`src/rtl/sws_pkg.sv`:
```
// Shared types and constants for the shell word splitter.
`timescale 1ns / 1ps

package sws_pkg;

	// Most result words that one input word can cause.
	localparam int MaxResults = 5;
	localparam int CntW = $clog2(MaxResults + 1);

	// Default depth of the queue between front and back.
	localparam int QueueDepthDefault = 4;

	// Configuration port geometry.
	localparam int CfgIdxW = 2;
	localparam int CfgDataW = 8;

	// Characters with a special meaning to the splitter.
	localparam logic [7:0] CH_SPACE = 8'h20;
	localparam logic [7:0] CH_BSLASH = 8'h5C;
	localparam logic [7:0] CH_SQUOTE = 8'h27;
	localparam logic [7:0] CH_DQUOTE = 8'h22;
	localparam logic [7:0] CH_AMP = 8'h26;

	// Result word kinds.
	typedef enum logic [1:0] {
		KIND_BYTE = 2'd0,
		KIND_END = 2'd1,
		KIND_OK = 2'd2,
		KIND_BADQUOTE = 2'd3
	} kind_t;

	// All result words of one input word, in order.
	typedef struct packed {
		logic [CntW-1:0] cnt;
		kind_t [MaxResults-1:0] kind;
		logic [MaxResults-1:0][7:0] data;
	} bundle_t;

endpackage

```
`src/rtl/sws_front.sv`:
```
// Front end: configuration registers, splitter state and word classification.
`timescale 1ns / 1ps

module sws_front (
	input logic clk,
	input logic arst_n,
	input logic cfg_we,
	input logic [sws_pkg::CfgIdxW-1:0] cfg_index,
	input logic [sws_pkg::CfgDataW-1:0] cfg_data,
	input logic push,
	input logic [7:0] in_byte,
	input logic byte_present,
	input logic text_end,
	input logic q_full,
	output logic enq_valid,
	output sws_pkg::bundle_t enq_data
);
	import sws_pkg::*;

	// Register indexes on the configuration port.
	localparam logic [CfgIdxW-1:0] REG_DELIM_LENGTH = 2'd0;
	localparam logic [CfgIdxW-1:0] REG_DELIM_FIRST = 2'd1;
	localparam logic [CfgIdxW-1:0] REG_DELIM_SECOND = 2'd2;
	localparam logic [CfgIdxW-1:0] REG_STRIP_QUOTING = 2'd3;

	typedef struct packed {
		logic in_quote;
		logic quote_dbl;
		logic esc;
		logic tok_open;
		logic half;
	} split_state_t;

	// Outcome of one character step: new state and up to two result words.
	typedef struct packed {
		split_state_t st;
		logic [1:0] n;
		kind_t [1:0] kind;
		logic [1:0][7:0] data;
	} step_t;

	logic [1:0] delim_length_q;
	logic [7:0] delim_first_q;
	logic [7:0] delim_second_q;
	logic strip_q;
	split_state_t state_q;

	split_state_t st_next;
	bundle_t bd;
	logic accept;

	function automatic step_t start_f(input split_state_t s);
		step_t r;
		r = '0;
		r.st = s;
		return r;
	endfunction

	function automatic step_t add_op(input step_t r_in, input kind_t k, input logic [7:0] b);
		step_t r;
		r = r_in;
		r.kind[r.n[0]] = k;
		r.data[r.n[0]] = b;
		r.n = r.n + 2'd1;
		return r;
	endfunction

	function automatic step_t add_byte(input step_t r_in, input logic [7:0] b);
		step_t r;
		r = add_op(r_in, KIND_BYTE, b);
		r.st.tok_open = 1'b1;
		return r;
	endfunction

	function automatic step_t end_f(input step_t r_in);
		step_t r;
		r = r_in;
		if (r.st.tok_open) begin
			r = add_op(r, KIND_END, 8'd0);
		end
		r.st.tok_open = 1'b0;
		return r;
	endfunction

	function automatic logic is_service(input logic [7:0] b);
		return (b == CH_SPACE) || (b == CH_BSLASH) || (b == CH_SQUOTE)
			|| (b == CH_DQUOTE) || (b == CH_AMP);
	endfunction

	// A byte that is not a delimiter: quoting, escapes and plain text.
	function automatic step_t ordinary_f(input split_state_t s, input logic strip,
		input logic [7:0] b);
		step_t r;
		logic [7:0] qch;
		r = start_f(s);
		qch = s.quote_dbl ? CH_DQUOTE : CH_SQUOTE;
		if (!s.esc && (b == CH_BSLASH)) begin
			r.st.esc = 1'b1;
			if (!strip) begin
				r = add_byte(r, b);
			end
		end else if (s.esc) begin
			if ((!s.in_quote && !is_service(b))
				|| (s.in_quote && (b != CH_BSLASH) && (b != qch))) begin
				r = add_byte(r, CH_BSLASH);
			end
			r = add_byte(r, b);
			r.st.esc = 1'b0;
		end else if (s.in_quote && (b == qch)) begin
			if (!strip) begin
				r = add_byte(r, b);
			end
			r.st.in_quote = 1'b0;
		end else if (!s.in_quote && ((b == CH_DQUOTE) || (b == CH_SQUOTE))) begin
			if (!strip) begin
				r = add_byte(r, b);
			end
			r.st.in_quote = 1'b1;
			r.st.quote_dbl = (b == CH_DQUOTE);
		end else begin
			r = add_byte(r, b);
		end
		return r;
	endfunction

	// A byte that may open or be a delimiter.
	function automatic step_t take_f(input split_state_t s, input logic strip,
		input logic [1:0] dlen, input logic [7:0] dfirst, input logic [7:0] b);
		step_t r;
		r = start_f(s);
		if (!s.esc && !s.in_quote && (b == dfirst)) begin
			if (dlen[1]) begin
				r.st.half = 1'b1;
			end else begin
				r = end_f(r);
			end
		end else begin
			r = ordinary_f(s, strip, b);
		end
		return r;
	endfunction

	function automatic bundle_t append_f(input bundle_t bd_in, input step_t r);
		bundle_t b;
		b = bd_in;
		for (int i = 0; i < 2; i++) begin
			if ((2'(i) < r.n) && (b.cnt < CntW'(MaxResults))) begin
				b.kind[b.cnt] = r.kind[i];
				b.data[b.cnt] = r.data[i];
				b.cnt = b.cnt + CntW'(1);
			end
		end
		return b;
	endfunction

	// Work out every result word of the incoming word and the next state.
	always_comb begin
		split_state_t st;
		step_t r;
		st = state_q;
		r = '0;
		bd = '0;
		if (byte_present) begin
			if (st.half) begin
				st.half = 1'b0;
				if (in_byte == delim_second_q) begin
					r = end_f(start_f(st));
					st = r.st;
					bd = append_f(bd, r);
				end else begin
					r = ordinary_f(st, strip_q, delim_first_q);
					st = r.st;
					bd = append_f(bd, r);
					r = take_f(st, strip_q, delim_length_q, delim_first_q, in_byte);
					st = r.st;
					bd = append_f(bd, r);
				end
			end else begin
				r = take_f(st, strip_q, delim_length_q, delim_first_q, in_byte);
				st = r.st;
				bd = append_f(bd, r);
			end
		end
		if (text_end) begin
			if (st.half) begin
				st.half = 1'b0;
				r = ordinary_f(st, strip_q, delim_first_q);
				st = r.st;
				bd = append_f(bd, r);
			end
			r = end_f(start_f(st));
			st = r.st;
			bd = append_f(bd, r);
			r = add_op(start_f(st), st.in_quote ? KIND_BADQUOTE : KIND_OK, 8'd0);
			bd = append_f(bd, r);
			st = '0;
		end
		st_next = st;
	end

	assign accept = push && !q_full;
	assign enq_valid = accept && (bd.cnt != '0);
	assign enq_data = bd;

	// Configuration registers.
	always_ff @(posedge clk or negedge arst_n) begin
		if (!arst_n) begin
			delim_length_q <= 2'd1;
			delim_first_q <= CH_SPACE;
			delim_second_q <= CH_AMP;
			strip_q <= 1'b1;
		end else if (cfg_we) begin
			unique case (cfg_index)
				REG_DELIM_LENGTH: delim_length_q <= cfg_data[1:0];
				REG_DELIM_FIRST: delim_first_q <= cfg_data[7:0];
				REG_DELIM_SECOND: delim_second_q <= cfg_data[7:0];
				REG_STRIP_QUOTING: strip_q <= cfg_data[0];
				default: ;
			endcase
		end
	end

	// Splitter state advances on every accepted word.
	always_ff @(posedge clk or negedge arst_n) begin
		if (!arst_n) begin
			state_q <= '0;
		end else if (accept) begin
			state_q <= st_next;
		end
	end

endmodule

```
`src/rtl/sws_queue.sv`:
```
// Short queue of result bundles between front and back.
`timescale 1ns / 1ps

module sws_queue #(
	parameter int QueueDepth = sws_pkg::QueueDepthDefault
) (
	input logic clk,
	input logic arst_n,
	input logic wr_en,
	input sws_pkg::bundle_t wr_data,
	input logic rd_en,
	output sws_pkg::bundle_t rd_data,
	output logic full,
	output logic empty
);
	import sws_pkg::*;

	localparam int AW = (QueueDepth > 1) ? $clog2(QueueDepth) : 1;
	localparam int CW = $clog2(QueueDepth + 1);

	bundle_t mem_q [QueueDepth];
	logic [AW-1:0] wr_ptr_q;
	logic [AW-1:0] rd_ptr_q;
	logic [CW-1:0] count_q;
	logic do_wr;
	logic do_rd;

	assign full = (count_q == CW'(QueueDepth));
	assign empty = (count_q == '0);
	assign do_wr = wr_en && !full;
	assign do_rd = rd_en && !empty;
	assign rd_data = mem_q[rd_ptr_q];

	// Storage.
	always_ff @(posedge clk) begin
		if (do_wr) begin
			mem_q[wr_ptr_q] <= wr_data;
		end
	end

	// Pointers and fill count.
	always_ff @(posedge clk or negedge arst_n) begin
		if (!arst_n) begin
			wr_ptr_q <= '0;
			rd_ptr_q <= '0;
			count_q <= '0;
		end else begin
			if (do_wr) begin
				wr_ptr_q <= (wr_ptr_q == AW'(QueueDepth - 1)) ? '0 : wr_ptr_q + AW'(1);
			end
			if (do_rd) begin
				rd_ptr_q <= (rd_ptr_q == AW'(QueueDepth - 1)) ? '0 : rd_ptr_q + AW'(1);
			end
			if (do_wr && !do_rd) begin
				count_q <= count_q + CW'(1);
			end else if (do_rd && !do_wr) begin
				count_q <= count_q - CW'(1);
			end
		end
	end

endmodule

```
`src/rtl/sws_back.sv`:
```
// Back end: hands out the words of the head bundle one per pop.
`timescale 1ns / 1ps

module sws_back (
	input logic clk,
	input logic arst_n,
	input sws_pkg::bundle_t head,
	input logic q_empty,
	output logic q_pop,
	input logic pop,
	output logic empty,
	output logic [1:0] out_kind,
	output logic [7:0] out_byte,
	output logic run_last
);
	import sws_pkg::*;

	logic [CntW-1:0] idx_q;
	logic take;

	assign empty = q_empty;
	assign out_kind = head.kind[idx_q];
	assign out_byte = head.data[idx_q];
	assign run_last = (idx_q == (head.cnt - CntW'(1)));
	assign take = pop && !q_empty;
	assign q_pop = take && run_last;

	// Position inside the head bundle.
	always_ff @(posedge clk or negedge arst_n) begin
		if (!arst_n) begin
			idx_q <= '0;
		end else if (take) begin
			idx_q <= run_last ? '0 : idx_q + CntW'(1);
		end
	end

endmodule

```
`src/rtl/shell_word_splitter.sv`:
```
// Top level of the shell word splitter.
// An accepted word's result bundle is registered in the queue, read from its head.
// Throughput: one input word per cycle while full is low; results leave one word
// per cycle while pop is asserted and empty is low.
// The bundle queue (QueueDepth entries) lets input continue while results wait.
// Reset: arst_n clears splitter, queue and back-end state, restores register defaults.
`timescale 1ns / 1ps

module shell_word_splitter #(
	parameter int QueueDepth = sws_pkg::QueueDepthDefault
) (
	input logic clk,
	input logic arst_n,
	input logic cfg_we,
	input logic [sws_pkg::CfgIdxW-1:0] cfg_index,
	input logic [sws_pkg::CfgDataW-1:0] cfg_data,
	input logic push,
	output logic full,
	input logic [7:0] in_byte,
	input logic byte_present,
	input logic text_end,
	output logic empty,
	input logic pop,
	output logic [1:0] out_kind,
	output logic [7:0] out_byte,
	output logic run_last
);
	import sws_pkg::*;

	logic enq_valid;
	bundle_t enq_data;
	bundle_t head;
	logic q_pop;
	logic q_empty;

	sws_front u_front (
		.clk(clk),
		.arst_n(arst_n),
		.cfg_we(cfg_we),
		.cfg_index(cfg_index),
		.cfg_data(cfg_data),
		.push(push),
		.in_byte(in_byte),
		.byte_present(byte_present),
		.text_end(text_end),
		.q_full(full),
		.enq_valid(enq_valid),
		.enq_data(enq_data)
	);

	sws_queue #(
		.QueueDepth(QueueDepth)
	) u_queue (
		.clk(clk),
		.arst_n(arst_n),
		.wr_en(enq_valid),
		.wr_data(enq_data),
		.rd_en(q_pop),
		.rd_data(head),
		.full(full),
		.empty(q_empty)
	);

	sws_back u_back (
		.clk(clk),
		.arst_n(arst_n),
		.head(head),
		.q_empty(q_empty),
		.q_pop(q_pop),
		.pop(pop),
		.empty(empty),
		.out_kind(out_kind),
		.out_byte(out_byte),
		.run_last(run_last)
	);

endmodule

```
`config.mk`:
```
export PLATFORM = sky130hd
export DESIGN_NAME = shell_word_splitter
export DESIGN_NICKNAME = d
export VERILOG_FILES = /design/src/rtl/sws_pkg.sv /design/src/rtl/sws_front.sv /design/src/rtl/sws_queue.sv /design/src/rtl/sws_back.sv /design/src/rtl/shell_word_splitter.sv
export SDC_FILE = /design/constraint.sdc
export NUM_CORES = 1
export LEC_CHECK = 0
export BUFFER_PORTS_ARGS = -buffer_cell sky130_fd_sc_hd__buf_4
export CORE_UTILIZATION = 40
export CTS_CLUSTER_SIZE = 16
export DETAILED_ROUTE_END_ITERATION = 8
export MAX_ROUTING_LAYER = met4
export PLACE_DENSITY = 0.64
export SYNTH_ARGS = -nofsm -noshare
export SYNTH_HDL_FRONTEND = slang
export SYNTH_HIERARCHICAL = 1
export SYNTH_SLANG_ARGS = --single-unit
```
`constraint.sdc`:
```
create_clock -name clk -period 9.8 [get_ports clk]
set_input_delay 0 -clock clk [delete_from_list [all_inputs] [get_ports clk]]
set_output_delay 0 -clock clk [all_outputs]
set_load 0.01 [all_outputs]
```
==> run summary <==
Status -> finished clean
Post-layout minimum cycle time -> 8.60 ns
DRC errors left -> 0
CP Class -> reg2reg
Largest net degree at the start of global routing -> 56
Slew headroom -> 32.2%
RR Startpoint -> u_front/delim_first_q[5]
Clk pin slew, worst setup/hold paths -> 0.06 ns
Seq/Total Area, Yosys -> 53.9%
Worst Hold Depth -> 3
Slew Limit Fails -> 0
Nets@finish -> 1090
Comb power frac -> 31.8%
Footprint of the multi-input gates -> 5620 sq um
Hold_sp -> in_byte[7]
Slew @ Worst Pin -> 1.02 ns
Die height -> 185 microns
WP data required -> 10.01 ns
Final cell count without fillers -> 1513
Vias in the first global route -> 8910
Cell Pwr Density -> 237 nW/um^2
P_int -> 2.42 mW
Max Buffers Root-to-Sink -> 3
Cts bufs inserted -> 26
Fillers -> 2943
Worst r2r path cells -> 30
Hpwl dp -> 23400 microns
Die ar. -> 34100 sq um
Yosys cell types -> 122
Total GRT Usage -> 20.5%
Slowest-stage cell, CP -> dfstp_2
Met2 Resource Use GR -> 32.0%
Final Util -> 45.6%
Synthesized cell area -> 13400 sq um
Async SR Flop Fraction -> 13.5%
Worst path most repeated cell -> ha_1
Post-Syn Instances -> 1017
Starting Density -> 40.9%
Ant diodes -> 0
Syn-to-layout area delta -> 11.7%
Most frequently used flop master after synthesis -> edfxtp_1
RSZ-0062 raised after global routing -> no
EDFF count, synth -> 212
Pleak -> 5.05 nW
Post-route ant nets -> 0
Grt met3 use -> 2.51%
Placed cell area -> 13900 sq um
Clk_skew -> 0.0162 ns
# resized after CTS -> 0
Synthesized flop and latch total -> 245
Final WL -> 33400 microns
Critical path startpoint -> u_front/delim_first_q[5]
Fmax -> 116 MHz
H-tree levels -> 1
GRT Max-Usage Layer -> met2
Switching share of power -> 31.5%
Total area of sequential cells -> 7200 sq um
CP Capture Type -> register
Total of max-cap violations -> 0
DP Cell Count -> 1444
Reg2reg setup slack -> 1.20 ns
Setup bufs post-CTS -> 0
Pre-antenna DRT Iters -> 7
Layout cell share with drive strength beyond 1 -> 21.8%
Final Cell Area -> 14900 sq um
Hold path endpoint -> u_queue/mem_q[2][23]
Worst r2r dst -> u_queue/mem_q[2][24]
Ports -> 38
Final period utilization -> 87.8%
Core ar. -> 32700 sq um
Root Buffer -> clkbuf_16
Max VDD drop -> 163 uV
Total gr overflow -> 0
Die X -> 185 microns
Initial antenna violation count -> 0
Setup TNS -> 0 ns
CTS tree -> done
Number of port buffers -> 37
Fin. Hold Viols -> 0
Starting DRC count in detailed routing -> 793
Global-route wire length before repair -> 51800 microns
Commonest cells post-synth -> edfxtp_1, nand2_1, nor2_1
Top cell type's share of synthesized area -> 47.6%
Met1 usage -> 27.4%
Worst-Skew Late Latency -> 0.54 ns
Total number of vias -> 8956
Pwr Total -> 3.53 mW
Post-synth top area cell -> edfxtp_1
Routability cong. -> 0.960
CP max FO -> 21
Sequential power share -> 42.0%
Hold Path Class -> in2reg
CP Launch Type -> register
Num Clock Sinks -> 245
Crit path DAT -> 8.81 ns
Yosys warnings -> 6
Clock Power Share -> 26.1%
Synthesized area per cell -> 13.1 sq um
Via density -> 5.92
Routed WL per cell -> 22.1 microns
NetSw -> 1.11 mW
Leading cell type by number of instances after synthesis -> edfxtp_1
Setup violators final -> 0
Ranking of synthesized cells by area -> edfxtp_1, mux4_2, dfrtp_1
Worst path max stage delay -> 0.68 ns
Standard-cell rows -> 66
worst max-delay path by stage:
stage | to | slack [ns] | depth (start not counted)
2_1_floorplan | u_queue/mem_q[3][0] | 0.79 | 28
3_3_place_gp | u_queue/mem_q[2][48] | 1.43 | 30
3_5_place_dp | u_queue/mem_q[2][48] | 1.29 | 30
4_1_cts | u_queue/mem_q[2][32] | 1.24 | 30
5_1_grt | u_queue/mem_q[2][48] | 0.65 | 28
6_report | u_queue/mem_q[2][24] | 1.20 | 30
power by group through the flow:
stage | logic (mW) | registers (mW) | clock network [mW]
finish | 1.13 | 1.48 | 0.924
floorplan | 0.914 | 1.42 | 0
CTS | 1.14 | 1.49 | 0.951
global placement | 1.12 | 1.50 | 0
detailed placement | 1.13 | 1.51 | 0
global route | 1.22 | 1.51 | 0.983
stage by stage:
| step | hold slack [ns] | setup slack [ns] |
|---|---|---|
| floorplan | -0.296 | 0.792 |
| global placement | 0.00152 | 1.43 |
| detailed placement | 0.00100 | 1.29 |
| CTS | 0.0351 | 1.24 |
| global route | 0.0741 | 0.655 |
| finish | 0.0740 | 1.20 |
registers in the layout, indices dropped and copies added (netlist names):
register and count:
u_back/idx_q 3, u_front/delim_first_q 8, u_front/delim_length_q 1, u_front/delim_second_q 8, u_front/state_q 5, u_front/strip_q 1
u_queue/count_q 3, u_queue/mem_q 212, u_queue/rd_ptr_q 2, u_queue/wr_ptr_q 2
logic make-up after synthesis:
logic type	after synthesis	share of synthesized area, %
compound gates	250	14.0
xor+xnor	26	1.87
fa+ha+maj	13	1.27
buf+inv	105	4.34
flops	245	53.9
mux	90	13.2
other cells	1	0.0281
simple gates	287	11.4
metal layers:
layer,share of wire [%],vias to the layer above
met5,0,-
met2,47,313
met4,3.4,0
met1,44,4506
met3,5.5,62
li1,-,4075
final cells by class:
class,count,share of cell area (%)
inverters,33,0.830
multi-input cells,674,37.7
clock buffers,33,4.80
well taps,442,3.71
flip-flops and latches,245,48.3
clock inverters,14,0.671
repair buffers,72,4.06
critical path, delay by kind of cell, from the launching register on:
| family | cells | cell delay (ns) |
|---|---|---|
| AO/OA/AOI/OAI | 8 | 1.66 |
| adder cells (fa/ha/maj) | 4 | 1.32 |
| buffers and inverters | 3 | 0.55 |
| flip-flops | 1 | 0.68 |
| multiplexers | 2 | 0.73 |
| AND/OR/NAND/NOR | 13 | 3.28 |
timing repair:
action,4_1_cts,5_1_grt
hold buffers,22,0
hold endpoints to repair,72,0
endpoints found under the setup margin,0,0
layout by cell type (no fill, tap or decap), drive strengths merged, types with 25 or more instances in the layout:
cell type	count
inv	34
buf	51
mux4	63
nor2	67
edfxtp	212
a21oi	57
dfrtp	28
o21ai	44
mux2	25
clkbuf	33
nand2	87
Note: power is estimated with default switching activity, not from simulation.
